[src/sv/cfa_pkg.sv]
// Shared constants, codes and types of the contiguous fit allocator.
package cfa_pkg;

   localparam int DEPTH = 1024;
   localparam int ADDR_W = $clog2(DEPTH);
   localparam int LEN_W = ADDR_W + 1;

   localparam int COUNT_W = 11;
   localparam int FIRST_W = 10;
   localparam int METHOD_W = 2;
   localparam int BASE_W = 10;

   localparam int SUM_W = ((LEN_W > COUNT_W) ? LEN_W : COUNT_W) + 1;

   localparam int REQ_DATA_W = ((COUNT_W + FIRST_W + METHOD_W + 7) / 8) * 8;
   localparam int RSP_DATA_W = ((BASE_W + 7) / 8) * 8;

   localparam logic ACT_ALLOC = 1'b0;
   localparam logic ACT_RELEASE = 1'b1;

   localparam logic [METHOD_W-1:0] METHOD_FIRST = 2'd0;
   localparam logic [METHOD_W-1:0] METHOD_BEST = 2'd1;
   localparam logic [METHOD_W-1:0] METHOD_WORST = 2'd2;
   localparam logic [METHOD_W-1:0] METHOD_BAD = 2'd3;

   typedef enum logic [2:0] {
      ST_CLEAR,
      ST_IDLE,
      ST_SCAN,
      ST_DRAIN,
      ST_CLOSE,
      ST_SETUP,
      ST_MARK,
      ST_DONE
   } cfa_state_type;

   typedef struct packed {
      logic load;
      logic scan_rd;
      logic close;
      logic setup_mark;
      logic mark_wr;
      logic rsp_push;
   } cfa_cmd_type;

   typedef struct packed {
      logic req_release;
      logic req_bad_method;
      logic scan_last;
      logic mark_done;
      logic rsp_free;
   } cfa_status_type;

endpackage

[src/sv/contiguous_fit_allocator_core.sv]
// Top level of the contiguous fit allocator: controller plus datapath.
//
// Allocates and releases contiguous runs in a free map of DEPTH units, all
// free after reset. One request is worked on at a time. An allocate scans the
// whole map through the map memory's single read port, one unit per cycle,
// then marks the granted units one per cycle. The result turns valid in the
// same cycle as the next request can be taken. After reset a clearing pass
// sets every unit free while req_tready stays low. The result register lets
// the next request in while a result still waits for its transfer.
module contiguous_fit_allocator_core (
   input  logic                               clock,
   input  logic                               reset,
   input  logic                               req_tvalid,
   output logic                               req_tready,
   // unit_count, first_unit, fit_method, zero fill
   input  logic [cfa_pkg::REQ_DATA_W-1:0]     req_tdata,
   // action
   input  logic                               req_tuser,
   output logic                               rsp_tvalid,
   input  logic                               rsp_tready,
   // base_unit, zero fill
   output logic [cfa_pkg::RSP_DATA_W-1:0]     rsp_tdata,
   // granted
   output logic                               rsp_tuser
);

   cfa_pkg::cfa_cmd_type    cmd;
   cfa_pkg::cfa_status_type status;
   logic [cfa_pkg::BASE_W-1:0] rsp_base;

   cfa_ctrl u_ctrl (
      .clock      (clock),
      .reset      (reset),
      .req_tvalid (req_tvalid),
      .req_tready (req_tready),
      .status     (status),
      .cmd        (cmd)
   );

   cfa_datapath u_datapath (
      .clock       (clock),
      .reset       (reset),
      .cmd         (cmd),
      .status      (status),
      .req_action  (req_tuser),
      .req_count   (req_tdata[cfa_pkg::COUNT_W-1:0]),
      .req_first   (req_tdata[cfa_pkg::COUNT_W +: cfa_pkg::FIRST_W]),
      .req_method  (req_tdata[cfa_pkg::COUNT_W + cfa_pkg::FIRST_W +: cfa_pkg::METHOD_W]),
      .rsp_tvalid  (rsp_tvalid),
      .rsp_tready  (rsp_tready),
      .rsp_granted (rsp_tuser),
      .rsp_base    (rsp_base)
   );

   assign rsp_tdata = cfa_pkg::RSP_DATA_W'(rsp_base);

endmodule

[src/sv/cfa_ctrl.sv]
// Controller state machine of the contiguous fit allocator.
module cfa_ctrl (
   input  logic                    clock,
   input  logic                    reset,
   input  logic                    req_tvalid,
   output logic                    req_tready,
   input  cfa_pkg::cfa_status_type status,
   output cfa_pkg::cfa_cmd_type    cmd
);

   cfa_pkg::cfa_state_type state_ff;
   cfa_pkg::cfa_state_type state_in;

   always_ff @(posedge clock) begin
      if (reset) begin
         state_ff <= cfa_pkg::ST_CLEAR;
      end else begin
         state_ff <= state_in;
      end
   end

   always_comb begin
      state_in = state_ff;
      case (state_ff)
         cfa_pkg::ST_CLEAR: begin
            if (status.mark_done) begin
               state_in = cfa_pkg::ST_IDLE;
            end
         end
         cfa_pkg::ST_IDLE: begin
            if (req_tvalid) begin
               if (status.req_release) begin
                  state_in = cfa_pkg::ST_MARK;
               end else if (status.req_bad_method) begin
                  state_in = cfa_pkg::ST_DONE;
               end else begin
                  state_in = cfa_pkg::ST_SCAN;
               end
            end
         end
         cfa_pkg::ST_SCAN: begin
            if (status.scan_last) begin
               state_in = cfa_pkg::ST_DRAIN;
            end
         end
         cfa_pkg::ST_DRAIN: state_in = cfa_pkg::ST_CLOSE;
         cfa_pkg::ST_CLOSE: state_in = cfa_pkg::ST_SETUP;
         cfa_pkg::ST_SETUP: state_in = cfa_pkg::ST_MARK;
         cfa_pkg::ST_MARK: begin
            if (status.mark_done) begin
               state_in = cfa_pkg::ST_DONE;
            end
         end
         cfa_pkg::ST_DONE: begin
            if (status.rsp_free) begin
               state_in = cfa_pkg::ST_IDLE;
            end
         end
         default: state_in = cfa_pkg::ST_IDLE;
      endcase
   end

   always_comb begin
      cmd = '0;
      req_tready = 1'b0;
      case (state_ff)
         cfa_pkg::ST_CLEAR: cmd.mark_wr = 1'b1;
         cfa_pkg::ST_IDLE: begin
            req_tready = 1'b1;
            cmd.load = req_tvalid;
         end
         cfa_pkg::ST_SCAN: cmd.scan_rd = 1'b1;
         cfa_pkg::ST_DRAIN: cmd = '0;
         cfa_pkg::ST_CLOSE: cmd.close = 1'b1;
         cfa_pkg::ST_SETUP: cmd.setup_mark = 1'b1;
         cfa_pkg::ST_MARK: cmd.mark_wr = 1'b1;
         cfa_pkg::ST_DONE: cmd.rsp_push = status.rsp_free;
         default: cmd = '0;
      endcase
   end

endmodule

[src/sv/cfa_datapath.sv]
// Datapath of the contiguous fit allocator: free map, run scan, marking and result register.
module cfa_datapath (
   input  logic                                clock,
   input  logic                                reset,
   input  cfa_pkg::cfa_cmd_type                cmd,
   output cfa_pkg::cfa_status_type             status,
   input  logic                                req_action,
   input  logic [cfa_pkg::COUNT_W-1:0]         req_count,
   input  logic [cfa_pkg::FIRST_W-1:0]         req_first,
   input  logic [cfa_pkg::METHOD_W-1:0]        req_method,
   output logic                                rsp_tvalid,
   input  logic                                rsp_tready,
   output logic                                rsp_granted,
   output logic [cfa_pkg::BASE_W-1:0]          rsp_base
);

   logic free_mem [cfa_pkg::DEPTH];

   logic [cfa_pkg::COUNT_W-1:0]  need_ff;
   logic [cfa_pkg::METHOD_W-1:0] method_ff;

   logic [cfa_pkg::ADDR_W-1:0] scan_addr_ff;
   logic                       rd_valid_ff;
   logic [cfa_pkg::ADDR_W-1:0] rd_addr_ff;
   logic                       rd_data_ff;

   logic                       in_run_ff;
   logic [cfa_pkg::ADDR_W-1:0] run_start_ff;
   logic [cfa_pkg::LEN_W-1:0]  run_len_ff;
   logic                       found_ff;
   logic [cfa_pkg::ADDR_W-1:0] chosen_ff;
   logic [cfa_pkg::LEN_W-1:0]  chosen_len_ff;

   logic [cfa_pkg::LEN_W-1:0]  mark_ptr_ff;
   logic [cfa_pkg::LEN_W-1:0]  mark_end_ff;
   logic                       mark_val_ff;

   logic                       res_granted_ff;
   logic [cfa_pkg::BASE_W-1:0] res_base_ff;
   logic                       rsp_tvalid_ff;
   logic                       rsp_granted_ff;
   logic [cfa_pkg::BASE_W-1:0] rsp_base_ff;

   logic                       mem_we;
   logic                       eval_en;
   logic                       run_fits;
   logic                       take_run;
   logic [cfa_pkg::SUM_W-1:0]  rel_sum;
   logic [cfa_pkg::SUM_W-1:0]  alloc_sum;
   logic [cfa_pkg::LEN_W-1:0]  rel_end;
   logic [cfa_pkg::LEN_W-1:0]  alloc_end;

   assign status.req_release = (req_action == cfa_pkg::ACT_RELEASE);
   assign status.req_bad_method = (req_method == cfa_pkg::METHOD_BAD);
   assign status.scan_last = (scan_addr_ff == cfa_pkg::ADDR_W'(cfa_pkg::DEPTH - 1));
   assign status.mark_done = (mark_ptr_ff >= mark_end_ff);
   assign status.rsp_free = !rsp_tvalid_ff || rsp_tready;

   assign mem_we = cmd.mark_wr && !status.mark_done;

   assign rel_sum = cfa_pkg::SUM_W'(req_first) + cfa_pkg::SUM_W'(req_count);
   assign rel_end = (rel_sum > cfa_pkg::SUM_W'(cfa_pkg::DEPTH)) ?
                    cfa_pkg::LEN_W'(cfa_pkg::DEPTH) : cfa_pkg::LEN_W'(rel_sum);
   assign alloc_sum = cfa_pkg::SUM_W'(chosen_ff) + cfa_pkg::SUM_W'(need_ff);
   assign alloc_end = (alloc_sum > cfa_pkg::SUM_W'(cfa_pkg::DEPTH)) ?
                      cfa_pkg::LEN_W'(cfa_pkg::DEPTH) : cfa_pkg::LEN_W'(alloc_sum);

   assign eval_en = in_run_ff && ((rd_valid_ff && !rd_data_ff) || cmd.close);
   assign run_fits = cfa_pkg::SUM_W'(run_len_ff) >= cfa_pkg::SUM_W'(need_ff);
   assign take_run = run_fits &&
                     (!found_ff ||
                      (method_ff == cfa_pkg::METHOD_BEST && run_len_ff < chosen_len_ff) ||
                      (method_ff == cfa_pkg::METHOD_WORST && run_len_ff > chosen_len_ff));

   always_ff @(posedge clock) begin
      if (mem_we) begin
         free_mem[mark_ptr_ff[cfa_pkg::ADDR_W-1:0]] <= mark_val_ff;
      end
      if (cmd.scan_rd) begin
         rd_data_ff <= free_mem[scan_addr_ff];
      end
   end

   always_ff @(posedge clock) begin
      rd_addr_ff <= scan_addr_ff;
      if (cmd.load) begin
         need_ff <= req_count;
         method_ff <= req_method;
      end
   end

   always_ff @(posedge clock) begin
      if (reset) begin
         scan_addr_ff <= '0;
         rd_valid_ff <= 1'b0;
         in_run_ff <= 1'b0;
         found_ff <= 1'b0;
      end else begin
         rd_valid_ff <= cmd.scan_rd;
         if (cmd.load) begin
            scan_addr_ff <= '0;
            in_run_ff <= 1'b0;
            found_ff <= 1'b0;
         end else begin
            if (cmd.scan_rd) begin
               scan_addr_ff <= scan_addr_ff + 1'b1;
            end
            if (cmd.close) begin
               in_run_ff <= 1'b0;
            end else if (rd_valid_ff) begin
               in_run_ff <= rd_data_ff;
            end
            if (eval_en && take_run) begin
               found_ff <= 1'b1;
            end
         end
      end
   end

   always_ff @(posedge clock) begin
      if (rd_valid_ff && rd_data_ff) begin
         if (in_run_ff) begin
            run_len_ff <= run_len_ff + 1'b1;
         end else begin
            run_start_ff <= rd_addr_ff;
            run_len_ff <= cfa_pkg::LEN_W'(1);
         end
      end
      if (eval_en && take_run) begin
         chosen_ff <= run_start_ff;
         chosen_len_ff <= run_len_ff;
      end
   end

   always_ff @(posedge clock) begin
      if (reset) begin
         mark_ptr_ff <= '0;
         mark_end_ff <= cfa_pkg::LEN_W'(cfa_pkg::DEPTH);
         mark_val_ff <= 1'b1;
      end else if (cmd.load && status.req_release) begin
         mark_ptr_ff <= cfa_pkg::LEN_W'(req_first);
         mark_end_ff <= rel_end;
         mark_val_ff <= 1'b1;
      end else if (cmd.setup_mark) begin
         if (found_ff) begin
            mark_ptr_ff <= cfa_pkg::LEN_W'(chosen_ff);
            mark_end_ff <= alloc_end;
         end else begin
            mark_ptr_ff <= '0;
            mark_end_ff <= '0;
         end
         mark_val_ff <= 1'b0;
      end else if (mem_we) begin
         mark_ptr_ff <= mark_ptr_ff + 1'b1;
      end
   end

   always_ff @(posedge clock) begin
      if (cmd.load) begin
         res_granted_ff <= status.req_release;
         res_base_ff <= status.req_release ? cfa_pkg::BASE_W'(req_first) : '0;
      end else if (cmd.setup_mark) begin
         res_granted_ff <= found_ff;
         res_base_ff <= found_ff ? cfa_pkg::BASE_W'(chosen_ff) : '0;
      end
      if (cmd.rsp_push) begin
         rsp_granted_ff <= res_granted_ff;
         rsp_base_ff <= res_base_ff;
      end
   end

   always_ff @(posedge clock) begin
      if (reset) begin
         rsp_tvalid_ff <= 1'b0;
      end else if (cmd.rsp_push) begin
         rsp_tvalid_ff <= 1'b1;
      end else if (rsp_tready) begin
         rsp_tvalid_ff <= 1'b0;
      end
   end

   assign rsp_tvalid = rsp_tvalid_ff;
   assign rsp_granted = rsp_granted_ff;
   assign rsp_base = rsp_base_ff;

`ifndef SYNTHESIS
   assert property (@(posedge clock) disable iff (reset) cmd.scan_rd |-> !mem_we)
      else $error("free map written during a scan");
   assert property (@(posedge clock) disable iff (reset)
      found_ff |-> (cfa_pkg::SUM_W'(chosen_len_ff) >= cfa_pkg::SUM_W'(need_ff)))
      else $error("chosen run shorter than the request");
   assert property (@(posedge clock) disable iff (reset)
      cmd.rsp_push |-> (!rsp_tvalid_ff || rsp_tready))
      else $error("result register overwritten before transfer");
   assert property (@(posedge clock) disable iff (reset)
      mem_we |-> (mark_end_ff <= cfa_pkg::LEN_W'(cfa_pkg::DEPTH)))
      else $error("marking beyond the free map");
`endif

endmodule
[config.mk]
export PLATFORM = sky130hd
export DESIGN_NAME = contiguous_fit_allocator_core
export DESIGN_NICKNAME = d
export VERILOG_FILES = /design/src/sv/cfa_pkg.sv /design/src/sv/contiguous_fit_allocator_core.sv /design/src/sv/cfa_ctrl.sv /design/src/sv/cfa_datapath.sv
export SDC_FILE = /design/constraint.sdc
export NUM_CORES = 2
export LEC_CHECK = 0
export BUFFER_PORTS_ARGS = -buffer_cell sky130_fd_sc_hd__buf_2
export CORE_ASPECT_RATIO = 1.75
export CORE_MARGIN = 5
export CORE_UTILIZATION = 60
export DETAILED_ROUTE_END_ITERATION = 12
export HOLD_SLACK_MARGIN = 0.1
export PLACE_DENSITY = 0.76
export SYNTH_ARGS = -nofsm -noshare
export SYNTH_HDL_FRONTEND = slang
export SYNTH_SLANG_ARGS = --single-unit
export TNS_END_PERCENT = 30
[constraint.sdc]
create_clock -name clock -period 19.4 [get_ports clock]
set_input_delay 2.91 -clock clock [delete_from_list [all_inputs] [get_ports clock]]
set_output_delay 2.91 -clock clock [all_outputs]
set_load 0.005 [all_outputs]
==> flow_metrics.tcl <==
set metrics [dict create \
    routed_wl_mm 141 \
    area_growth_pct 7.94 \
    yosysSeqAreaShare 0.664 \
    die_h_um 397 \
    whs_path_depth 0 \
    drc 0 \
    cts_tree "built" \
    ys_warn_count 0 \
    syn-cell-area_sq_um 51400 \
    hold_violations 0 \
    drt_iter0_drc 4094 \
    routed_via_density 6.72 \
    critPathMaxFanout 105 \
    start_kind "flip-flop" \
    coreArea_sq_um 85300 \
    crit_arrival_ns 6.26 \
    nets 3718 \
    cp_cell_sequence "buf_4 -> buf_12 -> buf_4 -> mux4_1 -> a22oi_1 -> a21oi_1 -> a311oi_1 -> o31a_1 -> nor3_1 -> a2111oi_0 -> a311oi_1 -> a21o_1" \
    synth_cell_types 80 \
    max_freq_ghz 0.172 \
    die_w_um 231 \
    fin_crit_sh 0.300 \
    layout_commonest_cell "edfxtp_1" \
    skew_ns 0.0141 \
    hold_class "reg -> reg" \
    synth-seq-cells 1152 \
    overflow 0 \
    setup_viol 0 \
    gp_congestion 0.925 \
    path_class "reg -> reg" \
    multi_input_area_sq_um 15900 \
    grt_pass1_vias 31900 \
    num_rows 142 \
    critical_path.max_stage_delay_ns 0.94 \
    routedWlPerCell_um 29.4 \
    reg2reg_from "u_datapath.scan_addr_ff[1]$_SDFFE_PP0P_" \
    r2r_cells 12 \
    crit_buf_inv 3 \
    final-seq-area_sq_um 34100 \
    end_kind "flip-flop" \
    maxSlewViolCount 0 \
    grt_max_degree 310 \
    ctsRootBufferMaster "clkbuf_16" \
    layout_common_cells "edfxtp_1, nor2_1, mux4_2" \
    dr.pass1.iters 7 \
    p_leak_nw 16.0 \
    r2r_slack_ns 13.58 \
    clock_sinks 1152 \
    status "finished, final reports clean" \
    fin_crit_ns 5.82 \
    io-pin-count 48 \
    vias 32200 \
    fp.dieArea_sq_um 91800 \
    grt_usage 0.305 \
    dp_hpwl_mm 78.8 \
    worstReg2RegEnd "u_datapath.rd_data_ff$_DFFE_PP_" \
    ctsHoldBuffers 0 \
    worstHoldStart "u_datapath.rd_addr_ff[5]$_DFF_P_" \
    port_buffers 40 \
    h-tree-depth 3 \
    clock_path_buffers 3 \
    path_clk_slew_ns 0.07 \
    fin_tns_setup_ns 0 \
    cts_buffers 95 \
    worstSkewPairLatency_ns 0.69 \
    power.density_nw_per_um2 92.5 \
    cp.required_ns 19.84 \
    netlist_instances 3755 \
    cp.depth 12 \
    crit_family "compound AO/OA/AOI/OAI gates" \
    synthArstFlopShare 0 \
    grt_pass1_wl_mm 204 \
    drive_gt1_frac 0.147 \
    start_util 0.602 \
    min_to "u_datapath.run_start_ff[5]$_DFFE_PP_" \
    tightest_slew_ns 1.36 \
    postCtsSetupBuffers 0 \
    vdd_drop_max_mv 0.0925 \
    finish.utilization 0.650 \
    synth_ff_type "edfxtp_1" \
    maxCapViolations 0 \
    avgSynthCellArea_sq_um 13.7 \
    antenna_found_initial 0 \
    cts.repair.resized 0 \
    antenna_cells 0 \
    grt_setup_unrepaired "false" \
    antenna_left 0 \
    critPathSlowestCell "a2111oi_0" \
    maxSlewHeadroom 0.0958 \
    fillerInstances 5918 \
    synth_edf_count 1102 \
]
-- registers in the layout, summed over array words and instances (netlist names), 2 cells and up --
name and flops:
u_datapath.run_start_ff 10, u_datapath.res_base_ff 10, u_datapath.method_ff 2, u_datapath.chosen_ff 10, u_datapath.mark_end_ff 11, u_datapath.scan_addr_ff 10, u_datapath.rsp_base 10, u_datapath.rd_addr_ff 10
u_datapath.mark_ptr_ff 11, u_datapath.need_ff 11, u_datapath.chosen_len_ff 11, u_ctrl.state_ff 3, u_datapath.run_len_ff 11, u_datapath.free_mem 1024
-- stage by stage --
step / cell area, sq um / worst slack (ns) / std cells / hold WS, ns / power (mW)
after global placement: 52200 / 13.34 / 4607 / 0.386 / 3.16
final: 55500 / 13.58 / 4784 / 0.402 / 5.13
after floorplan: 51400 / 3.84 / 3760 / 0.329 / 2.99
after CTS: 55500 / 13.68 / 4784 / 0.402 / 5.14
after detailed placement: 52200 / 13.32 / 4607 / 0.389 / 3.17
after global routing: 55500 / 13.56 / 4784 / 0.420 / 5.26
-- report_power, final --
part           switching (mW)  leakage (nW)  internal (mW)
Combinational           0.310          4.40         0.0939
Sequential             0.0205          10.0           2.70
Clock                   0.894          1.57           1.12
Total                    1.22          16.0           3.91
-- worst max-delay path by stage --
stage                                                 start  slack (ns)                                endpoint
floorplan               u_datapath.mark_val_ff$_SDFFE_PP1P_        3.84        u_datapath.free_mem[0]$_DFFE_PP_
global placement                              req_tdata[11]       13.34  u_datapath.mark_end_ff[3]$_SDFFE_PP0P_
detailed placement                            req_tdata[11]       13.32  u_datapath.mark_end_ff[3]$_SDFFE_PP0P_
CTS                 u_datapath.scan_addr_ff[1]$_SDFFE_PP0P_       13.68         u_datapath.rd_data_ff$_DFFE_PP_
global route                                  req_tdata[11]       13.56  u_datapath.mark_end_ff[3]$_SDFFE_PP0P_
finish              u_datapath.scan_addr_ff[1]$_SDFFE_PP0P_       13.58         u_datapath.rd_data_ff$_DFFE_PP_
-- logic make-up after synthesis --
| group | Yosys count | synth area share |
|---|---|---|
| AOI/OAI and AO/OA | 351 | 0.0467 |
| xor gates and xnor gates | 30 | 0.00511 |
| adders and majority gates | 65 | 0.0161 |
| buffers and inverters | 383 | 0.0339 |
| DFF | 1152 | 0.664 |
| muxes | 320 | 0.119 |
| other | 1 | 0.0000730 |
| and+or+nand+nor | 1453 | 0.116 |
-- per-layer routing --
metal	wire (um)	GRT usage
met5	65	0.00539
met4	13100	0.229
met3	13700	0.0542
met2	71100	0.522
met1	42700	0.338
-- synth_stat cells (all sizes together), types with 4 or more instances --
library cell  instances  area, sq um
clkbuf              235          882
xnor2                20          175
nor2b                23          144
o211ai                4         30.0
nand3b                9         67.6
a22oi                40          300
nor3                 27          140
a21oi                65          325
edfxtp             1102        33100
inv                  53          199
mux4                230         5190
xor2                 10         87.6
and2                 14         87.6
a31oi                 9         56.3
o22ai                14         87.6
o21a                  9         67.6
o21ai                81          409
dfxtp                50         1000
and3                  8         50.1
ha                   63          788
nand2b                9         56.3
nor4                  8         50.1
a2111oi               7         86.3
nand4                 9         56.3
a21boi                6         45.0
a311oi                9         78.8
a221oi               26          228
nand3                75          375
buf                  95          659
or3                  10         62.6
o221ai                7         61.3
nand2               134          510
nor3b                11         82.6
o31ai                 4         30.0
a22o                  7         61.3
mux2                 12          135
nor2               1101         4130
mux2i                78          781
o31a                  6         52.6
a211oi               19          143
a21o                 17          128
-- layout make-up --
type | instances | area share
Sequential cell | 1152 | 0.615
Multi-Input combinational cell | 2225 | 0.286
Clock buffer | 116 | 0.0468
Tap cell | 1080 | 0.0244
Timing Repair Buffer | 97 | 0.0122
Clock inverter | 61 | 0.0116
Inverter | 53 | 0.00359
Power figures use the tool's default switching activity.
